==> src/hw/rtl/lsw_pkg.sv <==
`timescale 1ns / 1ps

package lsw_pkg;

  // item kinds on the input channel
  typedef enum logic [1:0] {
    KIND_CMD   = 2'd0,
    KIND_PARAM = 2'd1,
    KIND_PIXEL = 2'd2
  } kind_e;

  // widths of the packed stream
  localparam int unsigned StreamW = 40;
  localparam int unsigned PendW   = 7;
  localparam int unsigned WordW   = 9;

  // bit counts appended by each kind
  localparam logic [5:0] BitsOneWord   = 6'd9;
  localparam logic [5:0] BitsThreeWord = 6'd27;

  // one packed item handed from the packer to the byte emitter
  typedef struct packed {
    logic [StreamW-1:0] stream;  // left aligned, first bit at the top
    logic [2:0]         nbytes;  // bytes to send, 0 to 5
    logic               last;    // item closes the transfer
  } pack_t;

endpackage

==> src/hw/rtl/lsw_item_if.sv <==
`timescale 1ns / 1ps

interface lsw_item_if;
  logic       valid;
  logic       ready;
  logic [1:0] kind;
  logic [7:0] data_byte;
  logic [7:0] red;
  logic [7:0] green;
  logic [7:0] blue;
  logic       last_item;

  modport source (
    output valid, kind, data_byte, red, green, blue, last_item,
    input  ready
  );

  modport sink (
    input  valid, kind, data_byte, red, green, blue, last_item,
    output ready
  );
endinterface

==> src/hw/rtl/lsw_byte_if.sv <==
`timescale 1ns / 1ps

interface lsw_byte_if;
  logic       valid;
  logic       ready;
  logic [7:0] out_byte;
  logic       run_end;
  logic       transfer_end;

  modport source (
    output valid, out_byte, run_end, transfer_end,
    input  ready
  );

  modport sink (
    input  valid, out_byte, run_end, transfer_end,
    output ready
  );
endinterface

==> src/hw/rtl/lsw_pack.sv <==
`timescale 1ns / 1ps

module lsw_pack (
  input  logic          clk_i,
  input  logic          rst_ni,
  input  logic          cfg_we_i,
  input  logic          cfg_wdata_i,
  lsw_item_if.sink      in_i,
  output logic          pack_valid_o,
  input  logic          pack_ready_i,
  output lsw_pkg::pack_t pack_o
);

  logic       in_valid_q;
  logic [1:0] kind_q;
  logic [7:0] data_q;
  logic [7:0] red_q;
  logic [7:0] green_q;
  logic [7:0] blue_q;
  logic       last_q;
  logic       fmt_q;

  logic [lsw_pkg::PendW-1:0] pend_q, pend_d;
  logic [2:0]                pcnt_q, pcnt_d;

  logic       in_ready;
  logic       pop;

  logic [7:0]                  comp_r, comp_g, comp_b;
  logic [26:0]                 words;
  logic [5:0]                  wbits;
  logic [5:0]                  total;
  logic [2:0]                  nfull;
  logic [2:0]                  rem;
  logic                        pad;
  logic [lsw_pkg::StreamW-1:0] stream;
  logic [lsw_pkg::StreamW-1:0] rest;

  assign pop      = in_valid_q & pack_ready_i;
  assign in_ready = ~in_valid_q | pack_ready_i;
  assign in_i.ready = in_ready;

  // colour format register
  always_ff @(posedge clk_i or negedge rst_ni) begin
    if (!rst_ni) begin
      fmt_q <= 1'b0;
    end else if (cfg_we_i) begin
      fmt_q <= cfg_wdata_i;
    end
  end

  // input register
  always_ff @(posedge clk_i or negedge rst_ni) begin
    if (!rst_ni) begin
      in_valid_q <= 1'b0;
    end else if (in_ready) begin
      in_valid_q <= in_i.valid;
    end
  end

  always_ff @(posedge clk_i) begin
    if (in_ready && in_i.valid) begin
      kind_q  <= in_i.kind;
      data_q  <= in_i.data_byte;
      red_q   <= in_i.red;
      green_q <= in_i.green;
      blue_q  <= in_i.blue;
      last_q  <= in_i.last_item;
    end
  end

  // pixel components, rgb565 values moved up to the top of the byte
  always_comb begin
    if (fmt_q) begin
      comp_r = red_q;
      comp_g = green_q;
      comp_b = blue_q;
    end else begin
      comp_r = {red_q[4:0], 3'b000};
      comp_g = {green_q[5:0], 2'b00};
      comp_b = {blue_q[4:0], 3'b000};
    end
  end

  // 9-bit words of the item, first word at the top
  always_comb begin
    case (kind_q)
      lsw_pkg::KIND_CMD: begin
        words = {1'b0, data_q, 18'd0};
        wbits = lsw_pkg::BitsOneWord;
      end
      lsw_pkg::KIND_PARAM: begin
        words = {1'b1, data_q, 18'd0};
        wbits = lsw_pkg::BitsOneWord;
      end
      lsw_pkg::KIND_PIXEL: begin
        words = {1'b1, comp_r, 1'b1, comp_g, 1'b1, comp_b};
        wbits = lsw_pkg::BitsThreeWord;
      end
      default: begin
        words = '0;
        wbits = '0;
      end
    endcase
  end

  // leftover bits followed by the new words, left aligned
  assign stream = {pend_q, 33'd0} | ({words, 13'd0} >> pcnt_q);
  assign total  = {3'b000, pcnt_q} + wbits;
  assign nfull  = total[5:3];
  assign rem    = total[2:0];
  assign pad    = last_q & (rem != 3'd0);
  assign rest   = stream << {nfull, 3'b000};

  // leftover bits kept left aligned for the next item
  always_comb begin
    if (last_q) begin
      pend_d = '0;
      pcnt_d = '0;
    end else begin
      pend_d = rest[lsw_pkg::StreamW-1 -: lsw_pkg::PendW];
      pcnt_d = rem;
    end
  end

  always_ff @(posedge clk_i or negedge rst_ni) begin
    if (!rst_ni) begin
      pend_q <= '0;
      pcnt_q <= '0;
    end else if (pop) begin
      pend_q <= pend_d;
      pcnt_q <= pcnt_d;
    end
  end

  assign pack_valid_o  = in_valid_q;
  assign pack_o.stream = stream;
  assign pack_o.nbytes = nfull + {2'b00, pad};
  assign pack_o.last   = last_q;

endmodule

==> src/hw/rtl/lsw_emit.sv <==
`timescale 1ns / 1ps

module lsw_emit (
  input  logic           clk_i,
  input  logic           rst_ni,
  input  logic           pack_valid_i,
  output logic           pack_ready_o,
  input  lsw_pkg::pack_t pack_i,
  lsw_byte_if.source     out_o
);

  logic [lsw_pkg::StreamW-1:0] buf_q;
  logic [2:0]                  cnt_q;
  logic                        last_q;

  logic       ov_q;
  logic [7:0] ob_q;
  logic       re_q;
  logic       te_q;

  logic out_free;
  logic pop_byte;
  logic pack_ready;

  assign out_free   = ~ov_q | out_o.ready;
  assign pop_byte   = (cnt_q != 3'd0) & out_free;
  assign pack_ready = (cnt_q == 3'd0) | ((cnt_q == 3'd1) & out_free);
  assign pack_ready_o = pack_ready;

  // byte buffer, drained from the top one byte per beat
  always_ff @(posedge clk_i or negedge rst_ni) begin
    if (!rst_ni) begin
      cnt_q <= '0;
    end else if (pack_valid_i && pack_ready) begin
      cnt_q <= pack_i.nbytes;
    end else if (pop_byte) begin
      cnt_q <= cnt_q - 3'd1;
    end
  end

  always_ff @(posedge clk_i) begin
    if (pack_valid_i && pack_ready) begin
      buf_q  <= pack_i.stream;
      last_q <= pack_i.last;
    end else if (pop_byte) begin
      buf_q  <= {buf_q[lsw_pkg::StreamW-9:0], 8'd0};
    end
  end

  // output register
  always_ff @(posedge clk_i or negedge rst_ni) begin
    if (!rst_ni) begin
      ov_q <= 1'b0;
    end else if (pop_byte) begin
      ov_q <= 1'b1;
    end else if (out_o.ready) begin
      ov_q <= 1'b0;
    end
  end

  always_ff @(posedge clk_i) begin
    if (pop_byte) begin
      ob_q <= buf_q[lsw_pkg::StreamW-1 -: 8];
      re_q <= (cnt_q == 3'd1);
      te_q <= (cnt_q == 3'd1) & last_q;
    end
  end

  assign out_o.valid        = ov_q;
  assign out_o.out_byte     = ob_q;
  assign out_o.run_end      = re_q;
  assign out_o.transfer_end = te_q;

endmodule

==> src/hw/rtl/lcd_9bit_spi_word_packer_top.sv <==
`timescale 1ns / 1ps

// 9-bit 3-wire spi word packer for lcd controllers
// in_i takes commands, parameters and pixels; each adds one or three 9-bit
// words (flag bit then eight bits) to a continuous bit stream, msb first.
// out_o gives the stream as bytes, one per beat; run_end marks the last byte
// of an item and transfer_end the final byte of a transfer, zero-padded when
// its bits do not fill the byte. cfg_we_i/cfg_wdata_i write the colour format
// (0 rgb565, 1 eight-bit); the user is to keep to this: they are written only
// while the block is idle. The block itself does not enforce it.
// the block gives up to one output byte per cycle while out_o is ready; the
// byte buffer sends an item's bytes back to back and takes the next item with
// its last byte, so a pixel gives three or four bytes, five when it closes
// a transfer with padding, and a command or parameter one or two.
// an item that adds no whole byte still passes through the packer.
// reset clears the colour format to rgb565 and empties the leftover bits.
// when out_o stalls the output register holds its byte, the buffer fills
// and then in_i.ready falls; nothing is dropped.

module lcd_9bit_spi_word_packer_top (
  input  logic       clk_i,
  input  logic       rst_ni,
  input  logic       cfg_we_i,
  input  logic       cfg_wdata_i,
  lsw_item_if.sink   in_i,
  lsw_byte_if.source out_o
);

  logic           pack_valid;
  logic           pack_ready;
  lsw_pkg::pack_t pack;

  // packer: input register, colour expansion and bit alignment
  lsw_pack u_pack (
    .clk_i        (clk_i),
    .rst_ni       (rst_ni),
    .cfg_we_i     (cfg_we_i),
    .cfg_wdata_i  (cfg_wdata_i),
    .in_i         (in_i),
    .pack_valid_o (pack_valid),
    .pack_ready_i (pack_ready),
    .pack_o       (pack)
  );

  // byte emitter: buffer and output register
  lsw_emit u_emit (
    .clk_i        (clk_i),
    .rst_ni       (rst_ni),
    .pack_valid_i (pack_valid),
    .pack_ready_o (pack_ready),
    .pack_i       (pack),
    .out_o        (out_o)
  );

endmodule

==> src/flat_wrapper.sv <==
// flat-port wrapper written by rule: the top's interface ports become plain ports
module lcd_9bit_spi_word_packer_top_flat 
  (clk_i, rst_ni, cfg_we_i, cfg_wdata_i, in_i_valid, in_i_kind, in_i_data_byte, in_i_red, in_i_green, in_i_blue, in_i_last_item, in_i_ready, out_o_valid, out_o_out_byte, out_o_run_end, out_o_transfer_end, out_o_ready);
  lsw_item_if in_i_i ();
  lsw_byte_if out_o_i ();
  input  logic clk_i;
  input  logic rst_ni;
  input  logic cfg_we_i;
  input  logic cfg_wdata_i;
  input wire logic [$bits(in_i_i.valid)-1:0] in_i_valid;
  input wire logic [$bits(in_i_i.kind)-1:0] in_i_kind;
  input wire logic [$bits(in_i_i.data_byte)-1:0] in_i_data_byte;
  input wire logic [$bits(in_i_i.red)-1:0] in_i_red;
  input wire logic [$bits(in_i_i.green)-1:0] in_i_green;
  input wire logic [$bits(in_i_i.blue)-1:0] in_i_blue;
  input wire logic [$bits(in_i_i.last_item)-1:0] in_i_last_item;
  output wire logic [$bits(in_i_i.ready)-1:0] in_i_ready;
  output wire logic [$bits(out_o_i.valid)-1:0] out_o_valid;
  output wire logic [$bits(out_o_i.out_byte)-1:0] out_o_out_byte;
  output wire logic [$bits(out_o_i.run_end)-1:0] out_o_run_end;
  output wire logic [$bits(out_o_i.transfer_end)-1:0] out_o_transfer_end;
  input wire logic [$bits(out_o_i.ready)-1:0] out_o_ready;
  assign in_i_i.valid = in_i_valid;
  assign in_i_i.kind = in_i_kind;
  assign in_i_i.data_byte = in_i_data_byte;
  assign in_i_i.red = in_i_red;
  assign in_i_i.green = in_i_green;
  assign in_i_i.blue = in_i_blue;
  assign in_i_i.last_item = in_i_last_item;
  assign in_i_ready = in_i_i.ready;
  assign out_o_valid = out_o_i.valid;
  assign out_o_out_byte = out_o_i.out_byte;
  assign out_o_run_end = out_o_i.run_end;
  assign out_o_transfer_end = out_o_i.transfer_end;
  assign out_o_i.ready = out_o_ready;
  lcd_9bit_spi_word_packer_top u_core (.clk_i(clk_i), .rst_ni(rst_ni), .cfg_we_i(cfg_we_i), .cfg_wdata_i(cfg_wdata_i), .in_i(in_i_i), .out_o(out_o_i));
endmodule
==> config.mk <==
export PLATFORM = sky130hd
export DESIGN_NAME = lcd_9bit_spi_word_packer_top_flat
export DESIGN_NICKNAME = d
export VERILOG_FILES = /design/src/hw/rtl/lsw_pkg.sv /design/src/hw/rtl/lsw_item_if.sv /design/src/hw/rtl/lsw_byte_if.sv /design/src/hw/rtl/lsw_pack.sv /design/src/hw/rtl/lsw_emit.sv /design/src/hw/rtl/lcd_9bit_spi_word_packer_top.sv /design/src/flat_wrapper.sv
export SDC_FILE = /design/constraint.sdc
export NUM_CORES = 1
export LEC_CHECK = 0
export BUFFER_PORTS_ARGS = -buffer_cell sky130_fd_sc_hd__buf_4
export CORE_MARGIN = 4
export CORE_UTILIZATION = 30
export DETAILED_ROUTE_END_ITERATION = 16
export PLACE_DENSITY = 0.5
export SLEW_MARGIN = 20
export SYNTH_ARGS = -nofsm -noshare
export SYNTH_HDL_FRONTEND = slang
export SYNTH_SLANG_ARGS = --single-unit
==> constraint.sdc <==
create_clock -name clk_i -period 3.03 [get_ports clk_i]
set_clock_uncertainty 0.15 [all_clocks]
set_input_delay 0.7575 -clock clk_i [delete_from_list [all_inputs] [get_ports clk_i]]
set_output_delay 0.7575 -clock clk_i [all_outputs]
set_load 0.01 [all_outputs]
==> impl_metrics.ini, run 1 <==
[detailed_routing]
postRouteAntennaNets = 0
route.vias.total = 4476
route.detailed.drc = 0
via_per_inst = 5.24
drtIter0Drc = 330
post_drt_wl_per_cell_um = 19.9
first_pass_iters = 5
routed_wl_um = 17000

[power_and_ir_drop]
peakVddDrop_mv = 0.604
p_leak_uw = 0.00271
p_per_area_nw_per_um2 = 1040

[clocking]
clk_pin_slew_ns = 0.07
cts_tree = yes
clock_sinks = 96
cts_buffers = 9
cts-root-buf = clkbuf_16
post-cts-setup-buffers = 0
worst_skew_pair.late_latency_ns = 0.36
clock_path_buffers = 2
ctsHtreeMaxLevel = 3

[timing]
min_period_over_period = 0.942
fin_crit_ns = 2.85
whs_ns = 0.128
fmax_mhz = 350
worst_pin_slew_ns = 0.572
final.setup.worst_slack_ns = 0.175
slew_headroom = 0.619
rsz0062_at_grt = false
tns_ns = 0
hold_viol = 0
setup_violations = 0
drv_slew = 0

[cells_and_area]
area_delta_synth_final_pct = 18.2
drive_above_1_share = 0.241
nFillCells = 1974
fin_nets = 638
antenna_cells = 0

[global_route]
gr-total-overflow = 0
grt_max_degree = 51
grt_pass1_wl_um = 26500
grt_pass1_vias = 4437
grt_antenna_before_repair = 0
grtUsageTotal = 0.158

[placement]
port_buffers = 52
hpwlAfterDp_um = 12900
gp_congestion = 0.917
place_ws_ns = 0.183

[flow_run]
maxCapViolations = 0

[yosys]
synth.ff_latch_count = 96
netlist_area_um2 = 5910
yosys_warnings = 0
synth_top_area_frac = 0.406
synth_cell_types = 86
synth.most_common_cell = edfxtp_1
synthTopCellsByArea = edfxtp_1 (41%), dfrtp_1 (6.8%), nand2_1 (5.0%)
synthFlopType = edfxtp_1
syn-num-nets = 586
yosysTopAreaCell = edfxtp_1
ys_top_cells_by_count = edfxtp_1 (80), nand2_1 (79), o21ai_0 (29)
avgSynthCellArea_um2 = 11.1
synthCells = 532
synth-edff-count = 80
async_flop_share = 0.167
ys_seq_area_frac = 0.474

[setup_path]
crit_arrival_ns = 2.97
required_ns = 3.15
r2r.worst_path.cells = 11
endpoint_kind = flop
crit_type = reg -> reg
worstPathMaxFanout = 10
r2r_slack_ns = 0.18
start_kind = flop

[floorplan]
dieWidth_um = 148
core_area_um2 = 19400
fp.dieH_um = 148
die_area_um2 = 22000
pin_count = 53
row_count = 51
start_util = 0.305

[status]
status = complete, no violations

[worst_hold_path]
hp-class = in -> async
-- cells in the final DEF, fill, tap and decap left out, drive strengths merged, types with 4 or more instances in the layout --
cell type  instances
a22oi             11
o22ai              4
mux4              12
nand3             15
ha                12
a21o               7
inv               19
mux2              11
a32oi              5
nor3              10
a31oi              5
nand3b             4
nand2             79
a21oi             16
buf               79
a211o              4
nor2              26
a221oi            10
nor2b              6
clkinv             5
edfxtp            80
clkbuf            10
a211oi             7
mux2i             18
dfrtp             16
o31ai             10
and2               7
and3               5
o21ai             31
nand2b             9
-- routing by layer --
metal | part of all wire | routed length, µm | global-route usage
met1 | 0.46 | 7750 | 0.219
met2 | 0.46 | 7850 | 0.247
met3 | 0.053 | 899 | 0.0259
met4 | 0.029 | 496 | 0.0637
met5 | 0 | 0 | 0
-- worst max-delay path: stages, from the launching register on --
cell	delay, ns
edfxtp_1	0.44
ha_1	0.23
clkinv_1	0.06
ha_1	0.19
inv_1	0.07
fa_1	0.41
nor3b_2	0.24
xnor2_2	0.21
inv_2	0.20
a211oi_2	0.26
a21oi_1	0.11
o2111ai_1	0.19
-- registers in the layout, indices dropped and copies added, names as in the netlist, 2 cells and up --
register                      flops
u_core.u_pack.pcnt_q              3
u_core.u_emit.buf_q              34
u_core.u_emit.out_o.out_byte      8
u_core.u_pack.kind_q              2
u_core.u_pack.green_q             8
u_core.u_pack.data_q              8
u_core.u_pack.pend_q              7
u_core.u_emit.cnt_q               3
u_core.u_pack.red_q               8
u_core.u_pack.blue_q              8
-- logic make-up (layout without fill, tap and decap cells) --
| family | after synthesis | in the layout | share of synthesized area |
|---|---|---|---|
| buffers and inverters | 58 | 115 | 0.0497 |
| muxes | 41 | 41 | 0.105 |
| xor gates and xnor gates | 5 | 5 | 0.00868 |
| and+or+nand+nor | 172 | 172 | 0.139 |
| DFF | 96 | 96 | 0.474 |
| AOI/OAI and AO/OA | 147 | 147 | 0.194 |
| adders and majority gates | 13 | 13 | 0.0288 |
-- cell type report --
| class | count | area [µm²] | share of cell area |
|---|---|---|---|
| Clock buffer | 10 | 229 | 0.0328 |
| Tap cell | 265 | 332 | 0.0474 |
| Clock inverter | 6 | 67.6 | 0.00967 |
| Timing Repair Buffer | 79 | 656 | 0.0938 |
| Sequential cell | 96 | 2800 | 0.401 |
| Multi-Input combinational cell | 378 | 2830 | 0.404 |
| Inverter | 20 | 75.1 | 0.0107 |
-- final timing paths --
kind | to | startpoint
max in group asynchronous | u_core.u_pack.fmt_q | rst_ni
min in group clk_i | u_core.u_emit.out_o.out_byte[6] | u_core.u_emit.buf_q[38]
worst min register to register | u_core.u_emit.out_o.out_byte[6] | u_core.u_emit.buf_q[38]
worst min-delay path | u_core.u_pack.pcnt_q[1] | rst_ni
worst max register to register | u_core.u_pack.pend_q[1] | u_core.u_pack.kind_q[1]
worst max-delay path | u_core.u_pack.pend_q[1] | u_core.u_pack.kind_q[1]
-- stage by stage --
stage               instances  utilization  cell area, µm²  power, µW
finish                    854        0.360            6990       7260
CTS                       854        0.360            6980       7340
global route              854        0.360            6990       7790
floorplan                 532            -            5920       4840
detailed placement        838        0.345            6690       6130
global placement          838        0.345            6690       6110
-- what timing repair did --
| item | CTS | global route |
|---|---|---|
| gates resized for setup | 0 | 2 |
| endpoints found under the setup margin | 0 | 2 |
| hold buffers | 0 | 0 |
-- power by group --
part           switching (µW)  internal (µW)  total [µW]
clock network             530            646        1180
registers                 254           2200        2460
logic                    2250           1380        3630
Power figures use the tool's default switching activity.
==> run 2, diff against run 1 <==
--- a/config.mk
+++ b/config.mk
@@ -6,11 +6,11 @@
 export NUM_CORES = 1
 export LEC_CHECK = 0
 export BUFFER_PORTS_ARGS = -buffer_cell sky130_fd_sc_hd__buf_4
-export CORE_MARGIN = 4
 export CORE_UTILIZATION = 30
 export DETAILED_ROUTE_END_ITERATION = 16
-export PLACE_DENSITY = 0.5
+export PLACE_DENSITY = 0.49
 export SLEW_MARGIN = 20
 export SYNTH_ARGS = -nofsm -noshare
 export SYNTH_HDL_FRONTEND = slang
+export SYNTH_HIERARCHICAL = 1
 export SYNTH_SLANG_ARGS = --single-unit
==> run 2 against run 1 <==
  * Non-clock buffer count up 10
  * Count of clock-buffer cells in the layout down 1
  * Sequential cell count up 6
  * Critical path depth down 4
  * Area after synthesis up 5.0%
  * Clock power about the same
  * Cell area up 5.3%
  * Die area down 3.4%
  * Synthesized cell count down 2.4%
  * Sequential power up 7%
==> impl_metrics.ini, run 2 <==
[status]
status = complete, no violations

[detailed_routing]
drtIter0Drc = 451
route.detailed.drc = 0
via_per_inst = 5.27
postRouteAntennaNets = 0
routed_wl_um = 17500
first_pass_iters = 5
post_drt_wl_per_cell_um = 20.3
route.vias.total = 4535

[timing]
min_period_over_period = 0.949
hold_viol = 0
setup_violations = 0
fmax_mhz = 348
tns_ns = 0
rsz0062_at_grt = false
drv_slew = 0
slew_headroom = 0.518
worst_pin_slew_ns = 0.717
fin_crit_ns = 2.88

[yosys]
yosys.area_share.adder = 0.0274
netlist_area_um2 = 6210
synthFlopType = edfxtp_1
synth_xor_area_frac = 0.00685
synth_cell_types = 74
synth.most_common_cell = edfxtp_1
async_flop_share = 0.157
synth_top_family_by_area = multiplexers
avgSynthCellArea_um2 = 12.0
synthTopCellsByArea = edfxtp_1 (42%), mux2_4 (6.8%), dfrtp_1 (6.4%)
synth_mux_area_frac = 0.172
ys_seq_area_frac = 0.480
yosysTopAreaCell = edfxtp_1
synth_compound_area_frac = 0.144
yosys_warnings = 6
ys_top_cells_by_count = edfxtp_1 (86), nand2_1 (42), nor2_1 (31)
synthCells = 519
yosys.area_share.simple = 0.117
synth_top_area_frac = 0.416
synth-edff-count = 86
synth.ff_latch_count = 102

[global_route]
grt_max_degree = 41
grt_pass1_wl_um = 27300
gr-total-overflow = 0
grt_pass1_vias = 4573
grtUsageTotal = 0.170
grt_antenna_before_repair = 0

[setup_path]
endpoint_kind = primary output
startpoint = u_core/u_emit/cnt_q[0]
rr_startpoint = u_core/u_pack/kind_q[1]
start_kind = flop
crit_type = reg -> out
worstPathMaxFanout = 10
crit_arrival_ns = 1.97
r2r.worst_path.cells = 9
required_ns = 2.12

[floorplan]
core_area_um2 = 20200
die_area_um2 = 21300
row_count = 52
fp.dieH_um = 146
dieWidth_um = 146
start_util = 0.307
pin_count = 53

[placement]
hpwlAfterDp_um = 13100
gp_congestion = 0.877
port_buffers = 52

[clocking]
cts_tree = yes
cts-root-buf = clkbuf_16
ctsHtreeMaxLevel = 3
clock_sinks = 102
clock_path_buffers = 2
worst_skew_pair.late_latency_ns = 0.36
cts_buffers = 9
postCtsHoldBufs = 0
clk_pin_slew_ns = 0.08

[power_and_ir_drop]
p_per_area_nw_per_um2 = 1060
peakVddDrop_mv = 0.666
finalPower_uw = 7760
p_leak_uw = 0.00300

[cells_and_area]
layout_commonest_cell = edfxtp_1
antenna_cells = 0
drive_above_1_share = 0.325
largest_reg_flops = 40
final_cell_mix = edfxtp_1 (86), buf_4 (85), nand2_1 (42), nor2_1 (31)
fin_nets = 639
top_register = u_core/u_emit/buf_q
area_delta_synth_final_pct = 18.5

[worst_hold_path]
hp-class = in -> async

[flow_run]
maxCapViolations = 0
run 2: cell count changes in the layout (fill, tap and decap cells not counted), moves of 9 or more:
| cell | before | now |
|---|---|---|
| buf_4 | 74 | 85 |
| and3_1 | 4 | 14 |
| nand3_1 | 15 | 5 |
| mux2i_1 | 15 | 24 |
| nand2_1 | 77 | 42 |
| o21ai_0 | 29 | 12 |
| mux2_4 | 3 | 28 |
| mux2_2 | 6 | 28 |
run 2: metrics by stage:
step / setup WS (ns) / instances / area (µm²) / hold WS (ns) / util
detailed placement: 0.0716 / 844 / 7030 / 0.255 / 0.348
global route: 0.0249 / 860 / 7360 / 0.142 / 0.364
floorplan: 0.0392 / 524 / 6240 / 0.250 / -
CTS: 0.0687 / 860 / 7320 / 0.137 / 0.362
global placement: 0.0787 / 844 / 7030 / 0.253 / 0.348
finish: 0.155 / 860 / 7360 / 0.132 / 0.364
run 2: final timing paths:
path | end | slack, ns
setup / recovery | in_i_ready | 0.15
hold / removal | u_core/u_pack/pend_q[0] | 0.13
setup reg to reg | u_core/u_emit/buf_q[33] | 0.18
hold reg to reg | u_core/u_emit/out_o.out_byte[1] | 0.27
max in group asynchronous | u_core/u_pack/pack_valid_o | 2.36
min in group clk_i | u_core/u_emit/out_o.out_byte[1] | 0.27
run 2: area by class of cell:
class / count / area (µm²)
Fill cell: 1967 / 12900
Clock buffer: 9 / 225
Clock inverter: 7 / 66.3
Sequential cell: 102 / 2980
Inverter: 15 / 58.8
Tap cell: 270 / 338
Timing Repair Buffer: 89 / 718
Multi-Input combinational cell: 368 / 2970
run 2: layer usage:
metal,wire length [µm],global-route usage,vias up,part of all wire
met5,0,0,-,0
met4,448,0.0600,0,0.026
met3,981,0.0310,28,0.056
met2,8260,0.279,177,0.47
met1,7810,0.224,2216,0.45
li1,-,-,2114,-
run 2: cell families after synthesis:
| logic type | after synthesis |
|---|---|
| and+or+nand+nor | 140 |
| AOI/OAI and AO/OA | 121 |
| DFF | 102 |
| muxes | 84 |
| buffers and inverters | 54 |
| adders and majority gates | 13 |
| xor gates and xnor gates | 4 |
| other | 1 |
run 2: power breakdown:
part | switching [µW] | internal [µW]
Sequential | 284 | 2360
Clock | 579 | 578
Combinational | 2200 | 1760
run 2: worst max-delay path: stages, from the launching register on:
cell and delay, ns:
dfrtp_1 0.39, inv_1 0.08, ha_1 0.22, nand2b_1 0.11
a21bo_4 0.24, buf_4 0.19, nand2b_1 0.21, buf_4 0.17
run 2: timing repair:
item | in CTS | in global routing
buffers inserted | 0 | 0
resized for setup | 0 | 9
setup endpoints to repair | 0 | 10
